===== config.mk =====
export PLATFORM = sky130hd
export DESIGN_NAME = length_prefixed_request_parser_top_flat
export DESIGN_NICKNAME = d
export VERILOG_FILES = /design/src/design/lpp_pkg.sv /design/src/design/lpp_if.sv /design/src/design/lpp_cfg.sv /design/src/design/lpp_core.sv /design/src/design/length_prefixed_request_parser_top.sv /design/src/flat_wrapper.sv
export VERILOG_INCLUDE_DIRS = /design/src /design/src/design
export SDC_FILE = /design/constraint.sdc
export NUM_CORES = 1
export LEC_CHECK = 0
export BUFFER_PORTS_ARGS = -buffer_cell sky130_fd_sc_hd__clkbuf_2
export CAP_MARGIN = 0
export CORE_MARGIN = 3
export CORE_UTILIZATION = 33
export DETAILED_ROUTE_END_ITERATION = 6
export PLACE_DENSITY = 0.59
export SYNTH_ARGS = -nofsm -noshare
export SYNTH_HDL_FRONTEND = slang
export SYNTH_SLANG_ARGS = --single-unit

===== constraint.sdc =====
create_clock -name clk -period 7.6 [get_ports clk]
set_input_delay 1.52 -clock clk [delete_from_list [all_inputs] [get_ports clk]]
set_output_delay 1.52 -clock clk [all_outputs]
set_load 0.005 [all_outputs]

===== src/design/length_prefixed_request_parser_top_defines.svh =====
`ifndef LENGTH_PREFIXED_REQUEST_PARSER_TOP_DEFINES_SVH
`define LENGTH_PREFIXED_REQUEST_PARSER_TOP_DEFINES_SVH

// checks sampled on clk, off while reset is held
`define LPP_ASSERT(label, prop, msg) \
  label: assert property (@(posedge clk) disable iff (!rst_n) prop) else $error(msg);

// checks sampled on clk, also during reset
`define LPP_ASSERT_ALWAYS(label, prop, msg) \
  label: assert property (@(posedge clk) prop) else $error(msg);

`endif


===== src/design/lpp_pkg.sv =====
package lpp_pkg;

  typedef enum logic [3:0] {
    PH_LEN  = 4'b0001,
    PH_CNT  = 4'b0010,
    PH_SIZE = 4'b0100,
    PH_DATA = 4'b1000
  } phase_t;

  typedef logic [2:0] verdict_t;

  localparam verdict_t V_GET      = 3'd0;
  localparam verdict_t V_SET      = 3'd1;
  localparam verdict_t V_DEL      = 3'd2;
  localparam verdict_t V_UNKNOWN  = 3'd3;
  localparam verdict_t V_TOO_LONG = 3'd4;
  localparam verdict_t V_BAD      = 3'd5;

  localparam logic REG_MAX_BODY_LEN  = 1'b0;
  localparam logic REG_MAX_ARG_COUNT = 1'b1;

  localparam logic [31:0] MAX_BODY_LEN_RST  = 32'd4096;
  localparam logic [15:0] MAX_ARG_COUNT_RST = 16'd1024;

  typedef struct packed {
    logic [31:0] max_body_len;
    logic [15:0] max_arg_count;
  } cfg_t;

  typedef struct packed {
    logic       data_valid;
    logic [7:0] data_byte;
    logic [15:0] arg_index;
    logic       arg_first;
    logic       arg_last;
    logic       frame_done;
    verdict_t   verdict;
  } result_t;

  // command names, lower case: k 0 get, 1 set, 2 del
  function automatic logic [7:0] cmd_char(input logic [1:0] k, input logic [1:0] pos);
    logic [23:0] name;
    unique case (k)
      2'd0:    name = 24'h676574;
      2'd1:    name = 24'h736574;
      default: name = 24'h64656c;
    endcase
    unique case (pos)
      2'd0:    cmd_char = name[23:16];
      2'd1:    cmd_char = name[15:8];
      default: cmd_char = name[7:0];
    endcase
  endfunction

endpackage


===== src/design/lpp_if.sv =====
interface lpp_in_if;
  logic       valid;
  logic       ready;
  logic [7:0] in_byte;

  modport source (output valid, output in_byte, input ready);
  modport sink (input valid, input in_byte, output ready);
endinterface

interface lpp_out_if;
  logic        valid;
  logic        ready;
  logic        data_valid;
  logic [7:0]  data_byte;
  logic [15:0] arg_index;
  logic        arg_first;
  logic        arg_last;
  logic        frame_done;
  logic [2:0]  verdict;

  modport source (output valid, output data_valid, output data_byte, output arg_index,
                  output arg_first, output arg_last, output frame_done, output verdict,
                  input ready);
  modport sink (input valid, input data_valid, input data_byte, input arg_index,
                input arg_first, input arg_last, input frame_done, input verdict,
                output ready);
endinterface


===== src/design/lpp_cfg.sv =====
module lpp_cfg
  import lpp_pkg::*;
(
  input  logic        clk,
  input  logic        rst_n,
  input  logic        psel,
  input  logic        penable,
  input  logic        pwrite,
  input  logic [2:0]  paddr,
  input  logic [31:0] pwdata,
  output logic [31:0] prdata,
  output logic        pready,
  output cfg_t        cfg
);

  logic [31:0] max_body_len_r;
  logic [15:0] max_arg_count_r;
  logic        wr_en;

  assign pready = 1'b1;
  assign wr_en  = psel && penable && pwrite;

  always_ff @(posedge clk) begin
    if (!rst_n) begin
      max_body_len_r  <= MAX_BODY_LEN_RST;
      max_arg_count_r <= MAX_ARG_COUNT_RST;
    end else if (wr_en) begin
      unique case (paddr[2])
        REG_MAX_BODY_LEN:  max_body_len_r  <= pwdata;
        REG_MAX_ARG_COUNT: max_arg_count_r <= pwdata[15:0];
        default: ;
      endcase
    end
  end

  always_comb begin
    unique case (paddr[2])
      REG_MAX_BODY_LEN:  prdata = max_body_len_r;
      REG_MAX_ARG_COUNT: prdata = {16'd0, max_arg_count_r};
      default:           prdata = 32'd0;
    endcase
  end

  assign cfg.max_body_len  = max_body_len_r;
  assign cfg.max_arg_count = max_arg_count_r;

endmodule


===== src/design/lpp_core.sv =====
`include "length_prefixed_request_parser_top_defines.svh"

module lpp_core
  import lpp_pkg::*;
(
  input  logic       clk,
  input  logic       rst_n,
  input  logic       step,
  input  logic [7:0] in_byte,
  input  cfg_t       cfg,
  output logic       res_valid,
  output result_t    res
);

  phase_t      phase_r, phase_nxt;
  logic [1:0]  hcnt_r, hcnt_nxt;
  logic [31:0] hshift_r, hshift_nxt;
  logic [31:0] body_left_r, body_left_nxt;
  logic [15:0] args_left_r, args_left_nxt;
  logic [31:0] arg_bytes_left_r, arg_bytes_left_nxt;
  logic [15:0] cur_arg_r, cur_arg_nxt;
  logic [2:0]  pos_r, pos_nxt;
  logic [2:0]  flags_r, flags_nxt;
  logic        closed_r, closed_nxt;

  logic [7:0]  lc;
  logic        arg_fin;
  logic        item_fin;
  logic        fail;
  verdict_t    fail_code;

  always_comb begin
    phase_nxt          = phase_r;
    hcnt_nxt           = hcnt_r;
    hshift_nxt         = hshift_r;
    body_left_nxt      = body_left_r;
    args_left_nxt      = args_left_r;
    arg_bytes_left_nxt = arg_bytes_left_r;
    cur_arg_nxt        = cur_arg_r;
    pos_nxt            = pos_r;
    flags_nxt          = flags_r;
    closed_nxt         = closed_r;
    res                = '0;
    arg_fin            = 1'b0;
    item_fin           = 1'b0;
    fail               = 1'b0;
    fail_code          = V_BAD;
    lc                 = in_byte;

    if (!closed_r) begin
      if (phase_r == PH_DATA) begin
        if (in_byte >= 8'h41 && in_byte <= 8'h5a) begin
          lc = in_byte + 8'd32;
        end
        res.data_valid = 1'b1;
        res.data_byte  = in_byte;
        res.arg_index  = cur_arg_r;
        res.arg_first  = (arg_bytes_left_r == hshift_r);
        res.arg_last   = (arg_bytes_left_r == 32'd1);
        if (cur_arg_r == 16'd0) begin
          if (pos_r < 3'd3) begin
            for (int k = 0; k < 3; k++) begin
              if (lc != cmd_char(2'(k), pos_r[1:0])) begin
                flags_nxt[k] = 1'b0;
              end
            end
            pos_nxt = pos_r + 3'd1;
          end else begin
            flags_nxt = 3'b000;
          end
        end
        body_left_nxt      = body_left_r - 32'd1;
        arg_bytes_left_nxt = arg_bytes_left_r - 32'd1;
        arg_fin            = (arg_bytes_left_r == 32'd1);
      end else begin
        if (phase_r != PH_LEN) begin
          body_left_nxt = body_left_r - 32'd1;
        end
        hshift_nxt = {in_byte, hshift_r[31:8]};
        hcnt_nxt   = hcnt_r + 2'd1;
        if (hcnt_r == 2'd3) begin
          unique case (phase_r)
            PH_CNT: begin
              if (hshift_nxt > {16'd0, cfg.max_arg_count}) begin
                fail = 1'b1;
              end else begin
                args_left_nxt = hshift_nxt[15:0];
                cur_arg_nxt   = 16'd0;
                item_fin      = 1'b1;
              end
            end
            PH_SIZE: begin
              if (hshift_nxt > body_left_nxt) begin
                fail = 1'b1;
              end else begin
                if (cur_arg_r == 16'd0 && hshift_nxt != 32'd3) begin
                  flags_nxt = 3'b000;
                end
                if (hshift_nxt == 32'd0) begin
                  arg_fin = 1'b1;
                end else begin
                  arg_bytes_left_nxt = hshift_nxt;
                  phase_nxt          = PH_DATA;
                end
              end
            end
            default: begin
              if (hshift_nxt > cfg.max_body_len) begin
                fail      = 1'b1;
                fail_code = V_TOO_LONG;
              end else if (hshift_nxt < 32'd4) begin
                fail = 1'b1;
              end else begin
                body_left_nxt = hshift_nxt;
                phase_nxt     = PH_CNT;
              end
            end
          endcase
        end
      end

      if (arg_fin) begin
        cur_arg_nxt   = cur_arg_nxt + 16'd1;
        args_left_nxt = args_left_nxt - 16'd1;
        item_fin      = 1'b1;
      end

      // count header or argument complete: frame end, error or next size header
      if (item_fin) begin
        if (args_left_nxt == 16'd0) begin
          if (body_left_nxt != 32'd0) begin
            fail = 1'b1;
          end else begin
            res.frame_done = 1'b1;
            priority if (cur_arg_nxt == 16'd2 && flags_nxt[0]) begin
              res.verdict = V_GET;
            end else if (cur_arg_nxt == 16'd3 && flags_nxt[1]) begin
              res.verdict = V_SET;
            end else if (cur_arg_nxt == 16'd2 && flags_nxt[2]) begin
              res.verdict = V_DEL;
            end else begin
              res.verdict = V_UNKNOWN;
            end
            phase_nxt          = PH_LEN;
            hcnt_nxt           = 2'd0;
            hshift_nxt         = 32'd0;
            body_left_nxt      = 32'd0;
            args_left_nxt      = 16'd0;
            arg_bytes_left_nxt = 32'd0;
            cur_arg_nxt        = 16'd0;
            pos_nxt            = 3'd0;
            flags_nxt          = 3'b111;
          end
        end else if (body_left_nxt < 32'd4) begin
          fail = 1'b1;
        end else begin
          phase_nxt = PH_SIZE;
        end
      end

      if (fail) begin
        closed_nxt     = 1'b1;
        res.frame_done = 1'b1;
        res.verdict    = fail_code;
      end
    end
  end

  assign res_valid = res.data_valid || res.frame_done;

  always_ff @(posedge clk) begin
    if (!rst_n) begin
      phase_r          <= PH_LEN;
      hcnt_r           <= 2'd0;
      hshift_r         <= 32'd0;
      body_left_r      <= 32'd0;
      args_left_r      <= 16'd0;
      arg_bytes_left_r <= 32'd0;
      cur_arg_r        <= 16'd0;
      pos_r            <= 3'd0;
      flags_r          <= 3'b111;
      closed_r         <= 1'b0;
    end else if (step) begin
      phase_r          <= phase_nxt;
      hcnt_r           <= hcnt_nxt;
      hshift_r         <= hshift_nxt;
      body_left_r      <= body_left_nxt;
      args_left_r      <= args_left_nxt;
      arg_bytes_left_r <= arg_bytes_left_nxt;
      cur_arg_r        <= cur_arg_nxt;
      pos_r            <= pos_nxt;
      flags_r          <= flags_nxt;
      closed_r         <= closed_nxt;
    end
  end

  `LPP_ASSERT(a_closed_sticks, closed_r |=> closed_r, "parser reopened without reset")
  `LPP_ASSERT(a_closed_silent, closed_r |-> !res_valid, "result produced after an error")
  `LPP_ASSERT(a_too_long_on_len, (res.frame_done && res.verdict == V_TOO_LONG) |-> (phase_r == PH_LEN && hcnt_r == 2'd3), "too long flagged outside length header")

endmodule


===== src/design/length_prefixed_request_parser_top.sv =====
// each accepted byte is held in the input register, and its result in the output register
// throughput: one byte per cycle; one byte-wide parser step per item, no back-pressure
// unless the result register is full and not being taken
// reset: rst_n synchronous active low; parser returns to the length header, limits
// return to 4096 body bytes and 1024 arguments, the error latch clears
`include "length_prefixed_request_parser_top_defines.svh"

module length_prefixed_request_parser_top
  import lpp_pkg::*;
(
  input  logic        clk,
  input  logic        rst_n,
  lpp_in_if.sink      in_chan,
  lpp_out_if.source   out_chan,
  input  logic        psel,
  input  logic        penable,
  input  logic        pwrite,
  input  logic [2:0]  paddr,
  input  logic [31:0] pwdata,
  output logic [31:0] prdata,
  output logic        pready
);

  cfg_t       cfg;
  result_t    res;
  logic       res_valid;
  logic       in_valid_r;
  logic [7:0] in_byte_r;
  logic       out_valid_r;
  result_t    out_r;
  logic       stage_free;
  logic       step;

  lpp_cfg u_cfg (
    .clk     (clk),
    .rst_n   (rst_n),
    .psel    (psel),
    .penable (penable),
    .pwrite  (pwrite),
    .paddr   (paddr),
    .pwdata  (pwdata),
    .prdata  (prdata),
    .pready  (pready),
    .cfg     (cfg)
  );

  lpp_core u_core (
    .clk       (clk),
    .rst_n     (rst_n),
    .step      (step),
    .in_byte   (in_byte_r),
    .cfg       (cfg),
    .res_valid (res_valid),
    .res       (res)
  );

  // core may step when the result register is empty or being drained
  assign stage_free    = !out_valid_r || out_chan.ready;
  assign step          = in_valid_r && stage_free;
  assign in_chan.ready = !in_valid_r || stage_free;

  always_ff @(posedge clk) begin
    if (!rst_n) begin
      in_valid_r <= 1'b0;
    end else if (in_chan.valid && in_chan.ready) begin
      in_valid_r <= 1'b1;
    end else if (step) begin
      in_valid_r <= 1'b0;
    end
  end

  always_ff @(posedge clk) begin
    if (in_chan.valid && in_chan.ready) begin
      in_byte_r <= in_chan.in_byte;
    end
  end

  always_ff @(posedge clk) begin
    if (!rst_n) begin
      out_valid_r <= 1'b0;
    end else if (stage_free) begin
      out_valid_r <= step && res_valid;
    end
  end

  always_ff @(posedge clk) begin
    if (stage_free) begin
      out_r <= res;
    end
  end

  assign out_chan.valid      = out_valid_r;
  assign out_chan.data_valid = out_r.data_valid;
  assign out_chan.data_byte  = out_r.data_byte;
  assign out_chan.arg_index  = out_r.arg_index;
  assign out_chan.arg_first  = out_r.arg_first;
  assign out_chan.arg_last   = out_r.arg_last;
  assign out_chan.frame_done = out_r.frame_done;
  assign out_chan.verdict    = out_r.verdict;

  `LPP_ASSERT(a_out_nonempty, out_valid_r |-> (out_r.data_valid || out_r.frame_done),
              "empty item in result register")
  `LPP_ASSERT(a_stall_needs_full, !in_chan.ready |-> in_valid_r,
              "input stalled with empty input register")
  `LPP_ASSERT_ALWAYS(a_reset_clears, !rst_n |=> (!in_valid_r && !out_valid_r),
                     "pipeline not empty after reset")

endmodule


===== src/flat_wrapper.sv =====
// flat-port wrapper written by rule: the top's interface ports become plain ports
module length_prefixed_request_parser_top_flat import lpp_pkg::*;
  (clk, rst_n, psel, penable, pwrite, paddr, pwdata, prdata, pready, in_chan_valid, in_chan_in_byte, in_chan_ready, out_chan_valid, out_chan_data_valid, out_chan_data_byte, out_chan_arg_index, out_chan_arg_first, out_chan_arg_last, out_chan_frame_done, out_chan_verdict, out_chan_ready);
  lpp_in_if in_chan_i ();
  lpp_out_if out_chan_i ();
  input  logic clk;
  input  logic rst_n;
  input  logic psel;
  input  logic penable;
  input  logic pwrite;
  input  logic [2:0] paddr;
  input  logic [31:0] pwdata;
  output logic [31:0] prdata;
  output logic pready;
  input wire logic [$bits(in_chan_i.valid)-1:0] in_chan_valid;
  input wire logic [$bits(in_chan_i.in_byte)-1:0] in_chan_in_byte;
  output wire logic [$bits(in_chan_i.ready)-1:0] in_chan_ready;
  output wire logic [$bits(out_chan_i.valid)-1:0] out_chan_valid;
  output wire logic [$bits(out_chan_i.data_valid)-1:0] out_chan_data_valid;
  output wire logic [$bits(out_chan_i.data_byte)-1:0] out_chan_data_byte;
  output wire logic [$bits(out_chan_i.arg_index)-1:0] out_chan_arg_index;
  output wire logic [$bits(out_chan_i.arg_first)-1:0] out_chan_arg_first;
  output wire logic [$bits(out_chan_i.arg_last)-1:0] out_chan_arg_last;
  output wire logic [$bits(out_chan_i.frame_done)-1:0] out_chan_frame_done;
  output wire logic [$bits(out_chan_i.verdict)-1:0] out_chan_verdict;
  input wire logic [$bits(out_chan_i.ready)-1:0] out_chan_ready;
  assign in_chan_i.valid = in_chan_valid;
  assign in_chan_i.in_byte = in_chan_in_byte;
  assign in_chan_ready = in_chan_i.ready;
  assign out_chan_valid = out_chan_i.valid;
  assign out_chan_data_valid = out_chan_i.data_valid;
  assign out_chan_data_byte = out_chan_i.data_byte;
  assign out_chan_arg_index = out_chan_i.arg_index;
  assign out_chan_arg_first = out_chan_i.arg_first;
  assign out_chan_arg_last = out_chan_i.arg_last;
  assign out_chan_frame_done = out_chan_i.frame_done;
  assign out_chan_verdict = out_chan_i.verdict;
  assign out_chan_i.ready = out_chan_ready;
  length_prefixed_request_parser_top u_core (.clk(clk), .rst_n(rst_n), .in_chan(in_chan_i), .out_chan(out_chan_i), .psel(psel), .penable(penable), .pwrite(pwrite), .paddr(paddr), .pwdata(pwdata), .prdata(prdata), .pready(pready));
endmodule

==> flow_summary_export.csv, run 1 <==
group,metric,value,unit
run_status,status,"finished clean",
floorplan,io_pins,116,
drt,drt_wl_total,55.7,mm
sta,slew_viol_final,0,
clocking,ctsResizeCount,0,
floorplan,row_count,79,
critical_path,r2r-start,"u_core.u_core.body_left_r[0]$_SDFFE_PN0P_",
clocking,cts.sinks,230,
synth,ys.warnings.count,0,
global_route,antenna_found_initial,0,
final_layout,final_common_cell,"nand2_1",
critical_path,end_kind,"flop",
drt,dr_total_vias,16300,
synth,syn_nets,2273,
critical_path,cp.required,8.03,ns
drt,postRouteAntennaNets,0,
final_layout,fillers,4824,
synth,synthAdderAreaFrac,0.0708,
synth,synthFlopType,"dfxtp_1",
sta,worstMarginPinSlew,1.21,ns
synth,synth_top_family_by_area,"simple AND/OR/NAND/NOR gates",
clocking,clkSlewWorstSetupHoldPaths,0.06,ns
drt,routedWlPerCell,19.8,um
critical_path,r2r_cells,24,
drt,wl_met1,24.9,mm
synth,synth_cell_types,87,
sta,slew_headroom,0.193,
drt,drc,0,
hold_path,hold_depth,2,
sta,finalCriticalPeriod,7.21,ns
sta,holdWs,0.450,ns
sta,fmax,139,MHz
pwr,total_power,0.00334,W
drt,dr_wl_met2,25.4,mm
pwr,peakVddDrop,0.000155,V
synth,synth_seq_cells,230,
global_route,track_usage,0.211,
final_layout,drive_gt1_frac,0.126,
synth,syn-cell-area,15900,um2
synth,synth_area_leaders,"dfxtp_1 (24%), nand2_1 (8.4%), edfxtp_1 (7.4%)",
synth,synth_top_area_frac,0.240,
synth,ys_seq_area_frac,0.314,
clocking,cts_tree,"done",
sta,fin_worst_skew,0.0122,ns
hold_path,hp-class,"reg -> reg",
clocking,hold_buffers,0,
final_layout,finalCoreUtilization,0.386,
clocking,cts.htree.levels,1,
synth,avgSynthCellArea,7.46,um2
critical_path,critPathMaxFanout,11,
pwr,leakagePower,7.18,nW
final_layout,final_nets,2323,
global_route,grt_pass1_vias,14800,
place,port_buffers,112,
final_layout,num_antenna_cells,0,
sta,setup_viol,0,
pwr,power_density,184,nW/um2
sta,finalSetupTns,0,ns
critical_path,critical_path_class,"reg -> reg",
final_layout,syn_to_final_growth,14.3,%
drt,drtPass1Iterations,5,
critical_path,r2r_end,"u_core.u_core.cur_arg_r[12]$_SDFFE_PN0P_",
global_route,grt_max_degree,88,
place,place_inst,2758,
place,gp_congestion,0.932,
critical_path,crit_start,"u_core.u_core.body_left_r[0]$_SDFFE_PN0P_",
final_layout,multi_input_area,10000,um2
final_layout,regArea,4990,um2
drt,highest_layer,"met4",
global_route,grt_pass1_wl,86.0,mm
synth,synthCells,2133,
clocking,root_buffer,"clkbuf_16",
synth,synth_compound_gate_area_share,0.192,
hold_path,worstHoldStart,"u_core.u_core.args_left_r[14]$_SDFFE_PN0P_",
synth,synth_async_sr_flop_share,0,
drt,route.met3.wl,3.61,mm
floorplan,die_h,226,um
clocking,clk-insertion-delay-late,0.58,ns
floorplan,start_util,0.338,
floorplan,die_area,50900,um2
sta,rsz0062_at_grt,"false",
final_layout,layout_common_cells,"nand2_1 (354), a21oi_1 (207), dfxtp_1 (191)",
synth,synth-xor-area-share,0.0501,
clocking,post-cts-setup-buffers,0,
critical_path,r2r_setup_slack,0.39,ns
drt,viasPerCell,5.78,
floorplan,die_w,226,um
flow_run,maxCapViolations,0,
drt,drt_iter0_drc,1426,
sta,final-hold-violation-count,0,
clocking,clk_path_buf_depth,3,
critical_path,start_kind,"flop",
sta,min_period_over_period,0.949,
critical_path,cp.arrival,7.64,ns
synth,synthMuxAreaShare,0.0193,
synth,synth_edf_count,39,
synth,yosys.area_share.simple,0.295,
place,dp_hpwl,39.2,mm
clocking,cts_buffers,30,
global_route,overflow,0,
floorplan,core,47100,um2
final_layout,final_cells,2813,
hold_path,holdPathEnd,"u_core.u_core.args_left_r[14]$_SDFFE_PN0P_",
synth,synth_largest_area_cell,"dfxtp_1",
[logic make-up (layout without fill, tap and decap cells)]
group                    after synthesis  count (layout)
other                                  1               1
AO/OA/AOI/OAI                        499             499
AND/OR/NAND/NOR                      958             958
XOR/XNOR                              91              91
buffers and inverters                235             308
flip-flops                           230             230
adder cells (fa/ha/maj)               90              90
multiplexers                          29              29
[sequential cells by signal, indices dropped and copies added, names as in the netlist, 4 cells and up]
name / count
u_core.out_chan.arg_index: 16
u_core.out_chan.data_byte: 8
u_core.u_core.body_left_r: 32
u_core.u_core.arg_bytes_left_r: 32
u_core.u_core.phase_r: 4
u_core.u_core.args_left_r: 16
u_core.u_cfg.max_arg_count_r: 16
u_core.u_core.cur_arg_r: 16
u_core.in_byte_r: 8
u_core.u_cfg.max_body_len_r: 32
u_core.u_core.hshift_r: 32
[worst max path at each step]
stage	to	cells after the start
CTS	u_core.u_core.cur_arg_r[12]$_SDFFE_PN0P_	24
global route	u_core.u_core.cur_arg_r[14]$_SDFFE_PN0P_	24
finish	u_core.u_core.cur_arg_r[12]$_SDFFE_PN0P_	24
detailed placement	u_core.u_core.cur_arg_r[12]$_SDFFE_PN0P_	24
global placement	u_core.u_core.cur_arg_r[12]$_SDFFE_PN0P_	24
floorplan	u_core.u_core.arg_bytes_left_r[30]$_SDFFE_PN0P_	25
[through the flow]
step | area [um2] | worst slack, ns
finish | 18200 | 0.389
global route | 18200 | 0.000239
CTS | 18200 | 0.525
detailed placement | 17100 | 0.574
global placement | 17100 | 0.635
floorplan | 15900 | 1.69
[cell type report]
type / count / area share
clock buffer: 42 / 0.0495
clock inverter: 13 / 0.00929
inverter: 79 / 0.0164
multi-input combinational: 1668 / 0.551
sequential: 230 / 0.275
tap: 607 / 0.0418
timing repair buffer: 174 / 0.0571
[worst max-delay path: stages, from the launching register on]
cell	delay, ns
dfxtp_1	0.37
inv_1	0.08
ha_1	0.20
nor3b_1	0.47
nand4_1	0.32
nand4b_1	0.34
or4_1	0.62
nor2_1	0.15
xnor2_1	0.14
ha_1	0.27
nand4_1	0.16
nor4_1	0.09
buf_4	0.16
a22o_1	0.20
or4_1	0.40
o31ai_1	0.31
buf_4	0.25
a31o_2	0.18
a211oi_1	0.04
a2111oi_0	0.67
and4b_1	0.37
nor4b_4	0.34
nand4b_1	0.32
nand3_1	0.46
o211ai_1	0.16
[Yosys cell counts, types with 42 or more instances]
library cell,n
a21oi_1,207
and3_1,42
clkbuf_1,124
dfxtp_1,191
ha_1,90
inv_1,78
nand2_1,355
nand3_1,67
nand4_1,52
nor2_1,191
nor3_1,72
nor4_1,47
o21ai_0,105
xnor2_1,45
xor2_1,46
[report_power, final]
part | switching [W] | internal (W) | leakage [nW]
sequential | 0.0000299 | 0.00126 | 2.00
clock | 0.000587 | 0.000956 | 0.530
combinational | 0.000328 | 0.000183 | 4.64
[routing by layer]
metal  global-route usage  vias to the layer above
met2                0.348                      632
li1                     -                     7751
met4               0.0724                        0
met5                    0                        -
met3               0.0243                      100
met1                0.289                     7789
No activity file was read; power rests on OpenSTA's default activity.
==> run 2: changes to the inputs <==
CELL_PAD_IN_SITES_DETAIL_PLACEMENT = 1   (was default)
CELL_PAD_IN_SITES_GLOBAL_PLACEMENT = 1   (was default)
PLACE_DENSITY = 0.72   (was 0.59)
==> flow_summary_export.csv, run 2 (synthesized netlist as in run 1, its figures left out) <==
group,metric,value,unit
final_layout,final_common_cell,"nand2_1",
sta,rsz0062_at_grt,"false",
clocking,post-cts-setup-buffers,0,
clocking,ctsResizeCount,0,
global_route,antenna_found_initial,5,
clocking,cts_tree,"done",
floorplan,row_count,79,
final_layout,drive_gt1_frac,0.121,
critical_path,r2r_setup_slack,0.36,ns
critical_path,r2r-start,"u_core.u_core.body_left_r[19]$_SDFFE_PN0P_",
clocking,hold_buffers,0,
drt,viasPerCell,5.99,
sta,worst_slack,0.365,ns
hold_path,hold_depth,2,
final_layout,syn_to_final_growth,13.0,%
pwr,p_int,0.00222,W
drt,dr_total_vias,16800,
clocking,cts.sinks,230,
place,dp_slack,0.579,ns
floorplan,io_pins,116,
sta,fmax,138,MHz
place,dp_hpwl,44.5,mm
sta,slew_viol_final,0,
sta,final-hold-violation-count,0,
pwr,swShare,0.300,
final_layout,final_nets,2316,
global_route,grt_pass1_wl,97.8,mm
critical_path,r2r_cells,22,
final_layout,final_cells,2805,
hold_path,hp-class,"reg -> reg",
critical_path,end_kind,"flop",
pwr,power_density,176,nW/um2
pwr,power.share.combinational,0.165,
floorplan,core,47100,um2
pwr,seqPwrFrac,0.410,
critical_path,cp.arrival,7.71,ns
run_status,status,"finished clean",
sta,setup_viol,0,
pwr,leakagePower,7.07,nW
critical_path,cp.required,8.07,ns
final_layout,layout_common_cells,"nand2_1 (354), a21oi_1 (207), dfxtp_1 (191)",
floorplan,die_w,226,um
critical_path,start_kind,"flop",
clocking,clk_path_buf_depth,3,
hold_path,holdPathEnd,"u_core.u_cfg.max_body_len_r[22]$_SDFFE_PN0P_",
drt,postRouteAntennaNets,0,
drt,drt_wl_total,63.0,mm
floorplan,die_h,226,um
global_route,grt_pass1_vias,16800,
pwr,peakVddDrop,0.000175,V
clocking,clkSlewWorstSetupHoldPaths,0.06,ns
drt,drt_iter0_drc,1454,
global_route,overflow,0,
sta,min_period_over_period,0.952,
sta,finalCriticalPeriod,7.24,ns
clocking,cts_buffers,28,
sta,slew_headroom,0.193,
place,postPlaceCellArea,17100,um2
final_layout,final_area,18000,um2
clocking,clk-insertion-delay-late,0.59,ns
sta,worstMarginPinSlew,1.21,ns
clocking,cts.htree.levels,1,
critical_path,critical_path_class,"reg -> reg",
sta,finalSetupTns,0,ns
pwr,pwr-share-clk,0.425,
floorplan,die_area,50900,um2
drt,drtPass1Iterations,5,
drt,routedWlPerCell,22.5,um
global_route,grt_max_degree,65,
critical_path,critPathMaxFanout,13,
place,gp_congestion,0.908,
global_route,track_usage,0.242,
hold_path,worstHoldStart,"u_core.u_cfg.max_body_len_r[22]$_SDFFE_PN0P_",
clocking,root_buffer,"clkbuf_16",
drt,drc,0,
sta,fin_worst_skew,0.0389,ns
floorplan,start_util,0.338,
place,port_buffers,112,
pwr,switchingPower,0.000953,W
critical_path,r2r_end,"u_core.u_core.cur_arg_r[2]$_SDFFE_PN0P_",
flow_run,maxCapViolations,0,
place,place_inst,2753,
==> run 2: changes by cell type in the layout (fill, tap and decap cells not counted) <==
cell / delta
clkbuf_1: +3
bufinv_16: -2
clkinv_1: +2
buf_4: -5
inv_4: -1
nand2_4: +1
clkbuf_16: -4
clkbuf_8: -2
clkinvlp_4: -1
clkinv_2: +1
nand2_2: -1
diode_2: +1
==> run 2: layout make-up <==
| class | instances | area (um2) |
|---|---|---|
| clock buffer | 39 | 783 |
| multi-input combinational | 1668 | 10000 |
| antenna | 1 | 2.50 |
| clock inverter | 12 | 108 |
| fill | 5848 | 29100 |
| inverter | 79 | 298 |
| sequential | 230 | 4990 |
| tap | 607 | 759 |
| timing repair buffer | 169 | 1000 |
==> run 2: critical path, cell delays in order, from the launching register on <==
cell and delay [ns]:
dfxtp_1 0.41, or4_1 0.63, nor4_1 0.49, nand4_1 0.26, nor4_1 0.46, nand2_1 0.13, xor2_1 0.18, ha_1 0.32
nand4_1 0.20, nor4_1 0.82, a22o_1 0.25, or4_1 0.10, o31ai_1 0.08, buf_4 0.19, a22o_2 0.29, mux2i_1 0.13
a2111oi_0 0.57, and4b_1 0.36, nor4b_4 0.41, nand4b_1 0.29, buf_4 0.31, or4b_2 0.21, nand3_1 0.06
==> run 2: worst max-delay path by stage <==
stage	to	start	slack, ns
final	u_core.u_core.cur_arg_r[2]$_SDFFE_PN0P_	u_core.u_core.body_left_r[19]$_SDFFE_PN0P_	0.36
after floorplan	u_core.u_core.arg_bytes_left_r[30]$_SDFFE_PN0P_	u_core.u_core.body_left_r[0]$_SDFFE_PN0P_	1.69
after global routing	u_core.u_core.cur_arg_r[2]$_SDFFE_PN0P_	u_core.u_core.body_left_r[19]$_SDFFE_PN0P_	0.11
after detailed placement	u_core.u_core.cur_arg_r[2]$_SDFFE_PN0P_	u_core.u_core.body_left_r[19]$_SDFFE_PN0P_	0.58
after CTS	u_core.u_core.cur_arg_r[2]$_SDFFE_PN0P_	u_core.u_core.body_left_r[19]$_SDFFE_PN0P_	0.57
after global placement	u_core.u_core.cur_arg_r[2]$_SDFFE_PN0P_	u_core.u_core.body_left_r[19]$_SDFFE_PN0P_	0.68
==> run 2: stage by stage <==
step                power (W)   util  hold WS, ns
global route          0.00330  0.382        0.480
CTS                   0.00319  0.382        0.459
floorplan             0.00165      -        0.427
finish                0.00317  0.382        0.457
detailed placement    0.00183  0.363        0.450
global placement      0.00181  0.363        0.436
==> run 2: power by group through the flow <==
stage / clock network [W] / registers, W / logic, W
global route: 0.00143 / 0.00130 / 0.000577
detailed placement: 0 / 0.00132 / 0.000511
CTS: 0.00138 / 0.00130 / 0.000514
finish: 0.00135 / 0.00130 / 0.000524
floorplan: 0 / 0.00130 / 0.000351
global placement: 0 / 0.00132 / 0.000490
==> run 2: routing by layer <==
| layer | part of all wire | track usage |
|---|---|---|
| met1 | 0.45 | 0.334 |
| met2 | 0.46 | 0.403 |
| met3 | 0.067 | 0.0266 |
| met4 | 0.027 | 0.0650 |
| met5 | 0.00016 | 0 |
